$ cat src/hdl/plpa_pkg.sv
// Shared widths, constants and the multiply-accumulate control type for the polygon measure block.
`timescale 1ns / 1ps

package plpa_pkg;

  // Field widths
  localparam int COORD_W    = 20;
  localparam int SCALE_W    = 24;
  localparam int OUT_W      = 48;
  localparam int STATUS_W   = 2;
  localparam int CMD_W      = 2;
  localparam int MODE_W     = 2;

  // Configuration port
  localparam int APB_DATA_W = 32;
  localparam int APB_ADDR_W = 3;

  // Segment squared length and its root
  localparam int ROOT_W     = COORD_W + 1;
  localparam int SQ_W       = 2 * ROOT_W;

  // Shared multiplier operands and wide-operand chunking
  localparam int MUL_A_W    = 33;
  localparam int MUL_B_W    = 25;
  localparam int CHUNK_W    = 32;
  localparam int MAC_K_W    = 2;

  localparam int MAX_POINTS_DEF = 256;
  localparam logic [SCALE_W-1:0] SCALE_RESET = 24'h010000;

  // One operation for the shared multiply-accumulate unit
  typedef struct packed {
    logic               en;
    logic               clr;
    logic               sub;
    logic [MAC_K_W-1:0] k;
    logic [MUL_A_W-1:0] a;
    logic [MUL_B_W-1:0] b;
  } mac_op_t;

endpackage

$ cat src/hdl/plpa_mac.sv
// Shared signed multiply-accumulate unit: registered product, then shifted add into the accumulator.
`timescale 1ns / 1ps

module plpa_mac #(
  parameter int ACC_W = 99
) (
  input  logic              clk,
  input  logic              rst_n,
  input  plpa_pkg::mac_op_t op,
  output logic [ACC_W-1:0]  acc
);

  localparam int PROD_W = plpa_pkg::MUL_A_W + plpa_pkg::MUL_B_W;

  logic signed [PROD_W-1:0]   prod_r;
  logic signed [PROD_W-1:0]   prod_nxt;
  logic                       en_d_r;
  logic                       clr_d_r;
  logic                       sub_d_r;
  logic [plpa_pkg::MAC_K_W-1:0] k_d_r;
  logic [ACC_W-1:0]           acc_r;
  logic [ACC_W-1:0]           acc_nxt;
  logic [ACC_W-1:0]           addend;
  logic [ACC_W-1:0]           base;

  // Multiply stage
  assign prod_nxt = $signed(op.a) * $signed(op.b);

  // Accumulate stage: place the product at its chunk offset
  always_comb begin
    addend = ACC_W'(prod_r) << (k_d_r * plpa_pkg::CHUNK_W);
    base   = clr_d_r ? '0 : acc_r;
    if (sub_d_r) begin
      acc_nxt = base - addend;
    end else begin
      acc_nxt = base + addend;
    end
  end

  always_ff @(posedge clk) begin
    if (!rst_n) begin
      en_d_r <= 1'b0;
    end else begin
      en_d_r <= op.en;
    end
    prod_r  <= prod_nxt;
    clr_d_r <= op.clr;
    sub_d_r <= op.sub;
    k_d_r   <= op.k;
    if (en_d_r) begin
      acc_r <= acc_nxt;
    end
  end

  assign acc = acc_r;

endmodule

$ cat config.mk
export PLATFORM = sky130hd
export DESIGN_NAME = plpa_mac
export DESIGN_NICKNAME = d
export VERILOG_FILES = /design/src/hdl/plpa_pkg.sv /design/src/hdl/plpa_mac.sv
export SDC_FILE = /design/constraint.sdc
export NUM_CORES = 2
export LEC_CHECK = 0
export BUFFER_PORTS_ARGS = -buffer_cell sky130_fd_sc_hd__buf_4
export CAP_MARGIN = 20
export CELL_PAD_IN_SITES_DETAIL_PLACEMENT = 0
export CELL_PAD_IN_SITES_GLOBAL_PLACEMENT = 1
export CORE_MARGIN = 2
export CORE_UTILIZATION = 30
export CTS_BUF_LIST = sky130_fd_sc_hd__clkbuf_16
export DETAILED_ROUTE_END_ITERATION = 10
export GPL_ROUTABILITY_DRIVEN = 1
export GPL_TIMING_DRIVEN = 0
export PLACE_DENSITY = 0.57
export SLEW_MARGIN = 20
export SYNTH_ARGS = -nofsm -noshare
export SYNTH_HDL_FRONTEND = slang
export SYNTH_SLANG_ARGS = --single-unit
$ cat constraint.sdc
create_clock -name clk -period 9.86 [get_ports clk]
set_input_delay 1.479 -clock clk [delete_from_list [all_inputs] [get_ports clk]]
set_output_delay 1.479 -clock clk [all_outputs]
set_load 0.005 [all_outputs]
**Word level (Yosys, flattened, before mapping)**

Index checks and enable logic that the tools add are counted.

- Bits in latches: 0
- Output and inout port bits: 99
- Register bits: 162
- Bits of input ports: 65
- ROM bits: 0
- Word-level logic and storage cells: 12
- Memories: 0
- Bits in writable memories: 0

- Divide/modulo/power cells: 0
- Add/sub/neg operators: 2
- Reduce and logical (&&, ||, !) cells: 0
- Magnitude comparators: 0
- Multiply operators: 1
- Bitwise operators: 0
- Shift-type cells: 1
- Multiplexer cells: 2
- Equal/unequal tests: 0

Operators by type and width:

| cell | number |
|---|---|
| two-way mux 99 bit | 2 |
| adder 99 bit | 1 |
| left shift 99 x 7 -> 99 bit | 1 |
| subtractor 99 bit | 1 |
| multiplier 33 x 25 -> 58 bit | 1 |

**Depth between registers and ports, before layout**

- Depth after elaboration: 3
- Mapped depth: 29
- Mapped depth without buffers: 27

**Least setup slack after synthesis**

Ideal clock, no wire load.

- Path kind: input to register
- From: in op[57] (netlist bit)
- To: reg prod_r[57]
- Arrival: 7.869 ns
- Path slack: 1.919 ns
- Stages: 24
- Path buffers: 2
- Setup time: 0.072 ns
- Required time: 9.788 ns
- Cells stage by stage: clkbuf_1 -> and2_1 -> fa_1 -> fa_1 -> inv_1 -> fa_1 -> inv_1 -> fa_1 -> fa_1 -> fa_1 -> fa_1 -> ha_1 -> clkbuf_1 -> a21o_1 -> a21o_1 -> a21oi_1 -> o21ai_0 -> a31oi_1 -> o22ai_1 -> a21oi_1 -> o221ai_1 -> a211o_1 -> a21oi_1 -> xnor2_1

- Word-level cells in the longest chain between the ends: 1

Ends and longest elaborated chain:

| element | RTL line | source |
|---|---|---|
| start, declared | plpa_mac.sv:9 | `input plpa_pkg::mac_op_t op,` |
| multiplier 33 x 25 -> 58 bit | plpa_mac.sv:27 | `assign prod_nxt = $signed(op.a) * $signed(op.b);` |
| net prod_nxt[57] | plpa_mac.sv:16 | `logic signed [PROD_W-1:0] prod_nxt;` |
| end signal, assigned | plpa_mac.sv:46 | `prod_r <= prod_nxt;` |
| end, declared | plpa_mac.sv:15 | `logic signed [PROD_W-1:0] prod_r;` |

The timed path passes the listed nets, and every way through them passes these cells.
A chain may end at the register's enable or synchronous reset.

**Final worst setup path**

- From: in op[40] (netlist bit)
- To: reg prod_r[57]

The elaborated chain is that of the path after synthesis.

==> flow_metrics.env <==
export IMPL_fmaxAchievable_ghz=0.103
export IMPL_dr_pass1_iters=5
export IMPL_crit_path_max_fanout=10
export IMPL_hold_path_class="flop to flop"
export IMPL_antenna_found_initial=9
export IMPL_htree_num_levels=4
export IMPL_synthCells=5008
export IMPL_grt_pass1_wl_mm=256
export IMPL_syn_nets=6172
export IMPL_hold_viol=0
export IMPL_final_util_pct=33.2
export IMPL_numCtsBuffers=17
export IMPL_synth_seq_cells=162
export IMPL_ys_top_cells_by_area="fa_1 39%, inv_1 7.5%, ha_1 7.3%, edfxtp_1 6.8%, and2_1 6.0%"
export IMPL_rows=139
export IMPL_synth_most_common_cell="inv_1"
export IMPL_post_dp_cell_area_sq_mm=0.0473
export IMPL_worst_pin_slew_ps=1200
export IMPL_die_area_sq_mm=0.149
export IMPL_period_needed_ps=9700
export IMPL_antenna_left=0
export IMPL_clock_skew_ps=15.7
export IMPL_slew_headroom_pct=19.7
export IMPL_grt_pass1_vias=37530
export IMPL_numPortBuffers=163
export IMPL_seq_area_frac_synth_pct=9.70
export IMPL_final_nets=6354
export IMPL_start_util_pct=30.3
export IMPL_layout_drive_gt1_share_pct=4.75
export IMPL_grt_max_degree=49
export IMPL_crit_arrival_ps=10010
export IMPL_place_hpwl_mm=145
export IMPL_via_count=35521
export IMPL_synth_edff_count=99
export IMPL_cp_required_ps=10170
export IMPL_synth_common_cells="874 x inv_1, 843 x fa_1, 571 x nand2_1, 420 x and2_1, 268 x a21oi_1"
export IMPL_whs_ps=623
export IMPL_design_area_sq_mm=0.0479
export IMPL_cts_root_buf="clkbuf_16"
export IMPL_startpoint_type="primary input"
export IMPL_synth_top_area_share_pct=38.7
export IMPL_endpoint_kind="flop"
export IMPL_rsz0062_at_grt="true"
export IMPL_yosys_warnings=0
export IMPL_gp_congestion=0.939
export IMPL_status="finished clean"
export IMPL_wire_per_inst_um=24.3
export IMPL_syn_area_sq_mm=0.0436
export IMPL_drt_iter0_drc=2569
export IMPL_clock_latency_ps=480
export IMPL_setup_violations=0
export IMPL_fp_dieH_um=385
export IMPL_ios=164
export IMPL_grtUsageTotal_pct=23.6
export IMPL_ys_types=90
export IMPL_fin_crit_sh_pct=98.3
export IMPL_coreArea_sq_mm=0.144
export IMPL_critPathKind="primary input to flop"
export IMPL_area_growth_pct=9.68
export IMPL_clk_pin_slew_worst_paths_ps=60
export IMPL_die_w_um=385
export IMPL_drv_slew=0
export IMPL_vias_per_cell=5.00
export IMPL_cts_max_path_buffers=2
export IMPL_cts_hold_buf=0
export IMPL_clock_sinks=162
export IMPL_grt_overflow=0
export IMPL_cts_tree="yes"
export IMPL_synth_area_per_cell_sq_um=8.71
export IMPL_drc_errors=0
export IMPL_wl_mm=173
export IMPL_drv_cap=0
export IMPL_synth_largest_area_cell="fa_1"
export IMPL_dominantRegCellSynth="edfxtp_1"
export IMPL_async_reset_ff_share_pct=0
-- worst max-delay path: stages --
cell and delay, ps:
buf_4 200, clkbuf_1 650, nand2_1 170, fa_1 570
inv_1 50, fa_1 590, inv_1 90, fa_1 500
fa_1 510, inv_1 50, fa_1 490, fa_1 490
inv_1 50, fa_1 600, inv_1 80, ha_1 350
a21oi_1 240, o21ai_0 160, a221o_1 420, a31oi_1 410
o21ai_0 370, a21oi_1 360, o221ai_1 290, a211o_1 340
a21oi_1 200, xnor2_1 280
-- worst paths after layout --
check | start | endpoint | slack (ps) | depth (start not counted)
min reg2reg | en_d_r | acc[57] | 620 | 0
max reg2reg | k_d_r[0] | acc[96] | 490 | 24
min | en_d_r | acc[57] | 620 | 0
max | op[40] | prod_r[57] | 160 | 26
-- metal layers --
metal / track usage, % / vias up / share of wire (%)
li1: - / 16008 / -
met4: 7.53 / 0 / 3.5
met5: 0 / - / 0
met1: 32.8 / 18096 / 45
met2: 37.7 / 1216 / 45
met3: 3.35 / 201 / 6.3
-- registers in the layout (all words and copies together), names as in the netlist --
name,flops
en_d_r,1
sub_d_r,1
acc,99
prod_r,58
clr_d_r,1
k_d_r,2
-- layout make-up --
type | instances | area [sq um]
Fill cell | 15397 | 96100
Inverter | 876 | 3290
Clock inverter | 13 | 56.3
Multi-Input combinational cell | 3707 | 35100
Sequential cell | 162 | 4240
Antenna cell | 5 | 12.5
Clock buffer | 19 | 475
Buffer | 260 | 1000
Timing Repair Buffer | 166 | 1290
Tap cell | 1903 | 2380
-- placed cells by master, fill, tap and decap left out, types with 13 or more instances in the layout --
| cell type | n |
|---|---|
| a211oi_1 | 21 |
| a21o_1 | 104 |
| a21oi_1 | 268 |
| a31oi_1 | 39 |
| and2_1 | 420 |
| and3_1 | 23 |
| buf_4 | 165 |
| clkbuf_1 | 232 |
| clkbuf_16 | 19 |
| dfxtp_1 | 62 |
| edfxtp_1 | 99 |
| fa_1 | 843 |
| ha_1 | 256 |
| inv_1 | 881 |
| mux2i_1 | 33 |
| nand2_1 | 571 |
| nand2b_1 | 32 |
| nand3_1 | 59 |
| nand4_1 | 36 |
| nor2_1 | 237 |
| nor2b_1 | 121 |
| nor3_1 | 50 |
| nor4_1 | 13 |
| o211ai_1 | 16 |
| o21a_1 | 18 |
| o21ai_0 | 117 |
| o21bai_1 | 29 |
| or3_1 | 13 |
| xnor2_1 | 162 |
| xor2_1 | 77 |
-- repair_timing --
item                                    4_1_cts  5_1_grt
gates resized for setup                       0       10
pin swaps                                     0        0
buffers inserted                              0        0
endpoints found under the setup margin        2        5
-- through the flow --
step | setup WS, ps | instances | setup TNS, ps
floorplan | 1920 | 5008 | 0
global placement | -600 | 7074 | -1900
detailed placement | -596 | 7077 | -1340
CTS | 54.3 | 7108 | 0
global route | -65.3 | 7107 | -65.3
finish | 163 | 7111 | 0
-- logic make-up after synthesis --
group,count (synthesis),share of synthesized area (%)
AO/OA/AOI/OAI,720,10.4
XOR/XNOR,239,4.80
buffers and inverters,1139,9.84
AND/OR/NAND/NOR,1614,18.5
flip-flops,162,9.70
adder cells (fa/ha/maj),1099,46.0
multiplexers,35,0.809
Power is left out: the tool's default activity adds up to more than one toggle a clock period on the data nets, which glitch-free logic cannot reach.
