<file path="config.mk">
export PLATFORM = sky130hd
export DESIGN_NAME = plpa_isqrt
export DESIGN_NICKNAME = d
export VERILOG_FILES = /design/src/hdl/plpa_pkg.sv /design/src/hdl/plpa_isqrt.sv
export SDC_FILE = /design/constraint.sdc
export NUM_CORES = 1
export LEC_CHECK = 0
export ABC_AREA = 1
export BUFFER_PORTS_ARGS = -buffer_cell sky130_fd_sc_hd__buf_2
export CAP_MARGIN = 20
export CORE_UTILIZATION = 50
export CTS_CLUSTER_DIAMETER = 200
export DETAILED_ROUTE_END_ITERATION = 7
export PLACE_DENSITY = 0.7
export SKIP_CTS_REPAIR_TIMING = 1
export SYNTH_ARGS = -nofsm -noshare
export SYNTH_HDL_FRONTEND = slang
export SYNTH_SLANG_ARGS = --single-unit
</file>
<file path="constraint.sdc">
create_clock -name clk -period 4.1 [get_ports clk]
set_clock_uncertainty 0.15 [all_clocks]
set_input_delay 0.205 -clock clk [delete_from_list [all_inputs] [get_ports clk]]
set_output_delay 0.205 -clock clk [all_outputs]
set_load 0.02 [all_outputs]
</file>
<file path="src/hdl/plpa_pkg.sv">
// Shared widths, constants and the multiply-accumulate control type for the polygon measure block.
`timescale 1ns / 1ps

package plpa_pkg;

  // Field widths
  localparam int COORD_W    = 20;
  localparam int SCALE_W    = 24;
  localparam int OUT_W      = 48;
  localparam int STATUS_W   = 2;
  localparam int CMD_W      = 2;
  localparam int MODE_W     = 2;

  // Configuration port
  localparam int APB_DATA_W = 32;
  localparam int APB_ADDR_W = 3;

  // Segment squared length and its root
  localparam int ROOT_W     = COORD_W + 1;
  localparam int SQ_W       = 2 * ROOT_W;

  // Shared multiplier operands and wide-operand chunking
  localparam int MUL_A_W    = 33;
  localparam int MUL_B_W    = 25;
  localparam int CHUNK_W    = 32;
  localparam int MAC_K_W    = 2;

  localparam int MAX_POINTS_DEF = 256;
  localparam logic [SCALE_W-1:0] SCALE_RESET = 24'h010000;

  // One operation for the shared multiply-accumulate unit
  typedef struct packed {
    logic               en;
    logic               clr;
    logic               sub;
    logic [MAC_K_W-1:0] k;
    logic [MUL_A_W-1:0] a;
    logic [MUL_B_W-1:0] b;
  } mac_op_t;

endpackage

</file>
<file path="src/hdl/plpa_isqrt.sv">
// Bit-serial integer square root: one root bit per cycle.
`timescale 1ns / 1ps

module plpa_isqrt (
  input  logic                        clk,
  input  logic                        rst_n,
  input  logic                        start,
  input  logic [plpa_pkg::SQ_W-1:0]   value,
  output logic                        busy,
  output logic [plpa_pkg::ROOT_W-1:0] root
);

  localparam int SQ_W = plpa_pkg::SQ_W;

  logic            busy_r;
  logic            busy_nxt;
  logic [SQ_W-1:0] rem_r;
  logic [SQ_W-1:0] rem_nxt;
  logic [SQ_W-1:0] res_r;
  logic [SQ_W-1:0] res_nxt;
  logic [SQ_W-1:0] bit_r;
  logic [SQ_W-1:0] bit_nxt;
  logic [SQ_W-1:0] trial;

  // Load on start, then test one pair of bits per cycle
  always_comb begin
    busy_nxt = busy_r;
    rem_nxt  = rem_r;
    res_nxt  = res_r;
    bit_nxt  = bit_r;
    trial    = res_r + bit_r;
    if (start) begin
      busy_nxt = 1'b1;
      rem_nxt  = value;
      res_nxt  = '0;
      bit_nxt  = SQ_W'(1) << (SQ_W - 2);
    end else if (busy_r) begin
      if (rem_r >= trial) begin
        rem_nxt = rem_r - trial;
        res_nxt = (res_r >> 1) + bit_r;
      end else begin
        res_nxt = res_r >> 1;
      end
      bit_nxt = bit_r >> 2;
      if (bit_r[0]) begin
        busy_nxt = 1'b0;
      end
    end
  end

  always_ff @(posedge clk) begin
    if (!rst_n) begin
      busy_r <= 1'b0;
    end else begin
      busy_r <= busy_nxt;
    end
    rem_r <= rem_nxt;
    res_r <= res_nxt;
    bit_r <= bit_nxt;
  end

  assign busy = busy_r;
  assign root = res_r[plpa_pkg::ROOT_W-1:0];

endmodule

</file>
Yosys cells after proc, flatten, opt, wreduce, memory -nomap -nowiden
Index checks and enable logic that the tools add are counted.
W data, S select, Z words.
{"block": "totals", "inputBits": 45, "output_inout_bits": 22, "word_cells": 18, "register_bits": 106}
{"block": "classes", "mux": 7, "magnitude_cmp": 1, "n_reduce_logical": 3, "add_sub_neg": 3}
{"cell": "$mux W42", "n": 4}
{"cell": "$add A41 B41 Y42", "n": 1}
{"cell": "$add A42 B41 Y42", "n": 1}
{"cell": "$ge A42 B42 Y1", "n": 1}
{"cell": "$sub A42 B42 Y42", "n": 1}
{"cell": "$reduce_bool A2 Y1", "n": 2}
{"cell": "$mux W1", "n": 3}
{"cell": "$reduce_and A2 Y1", "n": 1}

Logic depth before layout (Yosys ltp)
{"block": "logic_depth", "word_depth": 5, "mapped_depth": 30, "ltp_nobuf": 29}

Worst setup path before layout
OpenSTA, ideal clock, no wires.
{"block": "synth_path", "path_type": "reg-to-reg", "start": "register res_r[6]", "end": "register rem_r[0] (enable)", "t_arrival_ns": 3.875, "stages_incl_launch_ff": 24, "slack_ns": -0.325, "setup_time_ns": 0.400, "path_cell_list": "dfxtp_1 -> ha_1 -> nand2_1 -> o21ai_1 -> inv_1 -> nand2_1 -> nand2_1 -> nand2_2 -> nand2_1 -> nand2_1 -> a21oi_1 -> o21bai_1 -> xor2_1 -> ha_1 -> nand2_2 -> nor2_4 -> nand2_2 -> nor2_2 -> nand3_1 -> nand2_1 -> nor2_4 -> nand2_8 -> nand2_2 -> nand2_1"}
{"block": "synth_between", "elab_chain_len": 4}
{"item": "start, declared", "line": "plpa_isqrt.sv:19", "rtl": "logic [SQ_W-1:0] res_r;"}
{"item": "start signal, assigned", "line": "plpa_isqrt.sv:58", "rtl": "res_r <= res_nxt;"}
{"item": "$add A42 B41 Y42", "line": "plpa_isqrt.sv:31", "rtl": "trial = res_r + bit_r;"}
{"item": "$ge A42 B42 Y1", "line": "plpa_isqrt.sv:38", "rtl": "if (rem_r >= trial) begin"}
{"item": "$reduce_bool A2 Y1 (no line)"}
{"item": "$reduce_and A2 Y1 (no line)"}
{"item": "end signal, assigned", "line": "plpa_isqrt.sv:57", "rtl": "rem_r <= rem_nxt;"}
{"item": "end, declared", "line": "plpa_isqrt.sv:17", "rtl": "logic [SQ_W-1:0] rem_r;"}
No other way between the ends.
A chain may end at the register's enable or synchronous reset.

Worst setup path in the final report
{"block": "layout_path", "start": "register res_r[8]", "end": "register rem_r[21] (enable)"}
Same word-level chain as after synthesis.

==> run_results.csv <==
group,metric,value,unit
detailed_routing,detailedRoute.firstPassIterationCount,6,
setup_path,critPathKind,"flop to flop",
cells_and_area,finish.cell_count_without_fillers,2475,
sta,layout_worst_path_cycle_share,99.6,%
logic_synthesis,post_synth_instance_area,0.0120,mm^2
clock_network,root_buffer,"clkbuf_16",
setup_path,crit_path_start_kind,"flop",
cells_and_area,insertedDiodeCount,0,
sta,layout_min_cycle_time,4.08,ns
logic_synthesis,synthFlopType,"dfxtp_1",
cells_and_area,final_cell_area,0.0143,mm^2
detailed_routing,antenna_left,0,
logic_synthesis,synth_top_cells_by_area,"nand2_1, dfxtp_1, edfxtp_1",
detailed_routing,dr.first_iter.drc_count,1207,
sta,post-route-worst-setup-slack,0.0155,ns
die,start_util,51.0,%
grt,grt_first_pass_wirelength,65600,um
logic_synthesis,synthCells,2006,
run,maxCapViolations,0,
detailed_routing,drc_errors,0,
logic_synthesis,synth_async_sr_flop_share,0,%
outcome,outcome,"finished, violations left",
detailed_routing,wl_per_cell,17.7,um
logic_synthesis,synthMostInstantiatedCell,"nand2_1",
setup_path,worst-endpoint-arrival,4.07,ns
cells_and_area,seqCellArea,0.00255,mm^2
cells_and_area,multiInputGateArea,0.00869,mm^2
sta,finalMaxSlewViolations,0,
place,dp.cells,2415,
power_and_ir_drop,peak_supply_drop,0.379,mV
sta,setup_viol_count_final,0,
logic_synthesis,yosys.cell_types.count,50,
die,die_h,157,um
place,detailed_place.area,0.0131,mm^2
grt,grt_use_total,34.8,%
place,detailedPlace.worstSlack,-0.155,ns
sta,timing_hold_violations_final,5,
hold_path,type_of_the_worst_min_delay_path,"primary input to flop",
power_and_ir_drop,power.density,546,mW/mm^2
die,boundaryPins,67,
detailed_routing,vias_per_cell,5.53,
logic_synthesis,synthesis.nets,2138,
cells_and_area,drive_above_1_share,15.3,%
die,core_region_area,0.0235,mm^2
clock_network,clock-sinks,106,
grt,number_of_global_route_vias_before_repair,12855,
cells_and_area,syn2layout_area_growth,19.7,%
clock_network,path_clk_slew,0.08,ns
power_and_ir_drop,leakage,6.27,nW
sta,maxSlewHeadroom,17.3,%
cells_and_area,n_fill_cell,2321,
logic_synthesis,yosys_warnings,0,
sta,finalHoldWorstSlack,-0.0353,ns
logic_synthesis,netlist.top_cell.by_area,"nand2_1",
place,detailed_placer_s_ending_hpwl,33700,um
clock_network,max-clock-path-buffers,2,
cells_and_area,num-nets-final,2283,
grt,grt_antenna_before_repair,0,
setup_path,timing.critical_path.fanout_max,6,
sta,tightestPinTransition,1.24,ns
setup_path,setup_crit_end_kind,"flop",
setup_path,critical_path_required,4.08,ns
clock_network,worstSkewPairLatency,0.37,ns
place,buffer_ports.inserted,66,
clock_network,cts_made_buffers,9,
die,fp.dieW,157,um
detailed_routing,drt-total-wl,43900,um
sta,fmaxAchievable,0.245,GHz
detailed_routing,dr_total_vias,13680,
logic_synthesis,synthTopCellsByCount,"nand2_1, inv_1, nor2_1",
clock_network,htree_num_levels,3,
die,design.die.area,0.0246,mm^2
logic_synthesis,avgSynthCellArea,5.97,um^2
logic_synthesis,synth-edff-count,42,
grt,grt.overflow.total,0,
outcome,failed_checks,"hold timing",
place,globalplace.congestion,0.975,
logic_synthesis,seq_area_frac_synth,21.2,%
grt,grt_start_max_net_pins,94,
logic_synthesis,postSynthRegisterBits,106,
die,rows,56,
clock_network,cts_tree,"yes",
logic_synthesis,post-synth-top-area-fraction,20.4,%
==> through the flow <==
step                util [%]  power, mW  setup TNS (ns)
floorplan                  -       5.05               0
global placement        55.7       6.41           -7.76
detailed placement      55.7       6.46           -7.45
CTS                     56.9       7.34          -11.16
global route            61.0       8.41           -3.99
finish                  61.0       7.82               0
==> final timing paths <==
path,slack [ns],startpoint,to,cells after the start
max,0.02,res_r[8],rem_r[21],18
max reg2reg,0.02,res_r[8],rem_r[21],18
min,-0.04,value[4],rem_r[4],3
min reg2reg,0.36,res_r[0],res_r[0],2
==> where the power goes <==
group / switching (mW) / internal [mW]
Combinational: 3.27 / 2.02
Sequential: 0.209 / 1.44
Clock: 0.449 / 0.423
Total: 3.93 / 3.89
==> worst max-delay path: stages (launching register included) <==
cell and delay [ns]:
dfxtp_1 0.35, ha_4 0.29, nand2_1 0.10, nor2_1 0.20, inv_1 0.15, nor3_2 0.25
nand4_1 0.23, nand4_1 0.20, xor2_2 0.23, ha_1 0.33, a21oi_2 0.17, o21ai_1 0.11
a21oi_1 0.22, nand2_2 0.10, nor2_4 0.18, nand2_8 0.11, nand2_4 0.11, nand2_8 0.11
clkbuf_16 0.25
==> cells in the final DEF, fill, tap and decap left out, types with 6 or more instances in the layout <==
| cell type | count |
|---|---|
| a21o_1 | 6 |
| a21oi_1 | 121 |
| a21oi_2 | 20 |
| buf_2 | 65 |
| buf_4 | 97 |
| clkbuf_16 | 12 |
| dfxtp_1 | 57 |
| dfxtp_2 | 7 |
| dlygate4sd3_1 | 29 |
| edfxtp_1 | 42 |
| ha_1 | 71 |
| ha_4 | 13 |
| inv_1 | 213 |
| nand2_1 | 634 |
| nand2_2 | 22 |
| nand3_1 | 168 |
| nand3b_1 | 19 |
| nand4_1 | 21 |
| nor2_1 | 200 |
| nor2_2 | 23 |
| nor3_1 | 26 |
| nor3_2 | 6 |
| o21ai_0 | 96 |
| o21ai_1 | 20 |
| o21ai_2 | 11 |
| or2_2 | 11 |
| xnor2_1 | 34 |
| xor2_1 | 32 |
==> cell families after synthesis <==
logic type	synth area share [%]
buf+inv	10.1
simple gates	40.7
xor+xnor	4.98
flops	21.2
fa+ha+maj	9.16
compound gates	13.8
==> layout make-up <==
| type | count | area share, % |
|---|---|---|
| clock buffers | 10 | 1.60 |
| flip-flops and latches | 106 | 17.8 |
| repair buffers | 203 | 11.1 |
| clock inverters | 6 | 0.349 |
| multi-input cells | 1614 | 60.7 |
| well taps | 319 | 2.79 |
| inverters | 217 | 5.70 |
==> flip-flops by register name (all words and copies together) (netlist names) <==
register / count
rem_r: 42
res_r: 42
bit_r: 21
busy: 1
==> routing by layer <==
layer	part of all wire [%]	track usage, %	wire (um)	up-vias
met4	5.3	18.9	2320	0
met2	47	58.4	20600	464
met1	42	43.7	18500	6283
li1	-	-	-	6816
met3	5.6	3.54	2450	117
met5	0	0	0	-
Note: power is estimated with default switching activity, not from simulation.
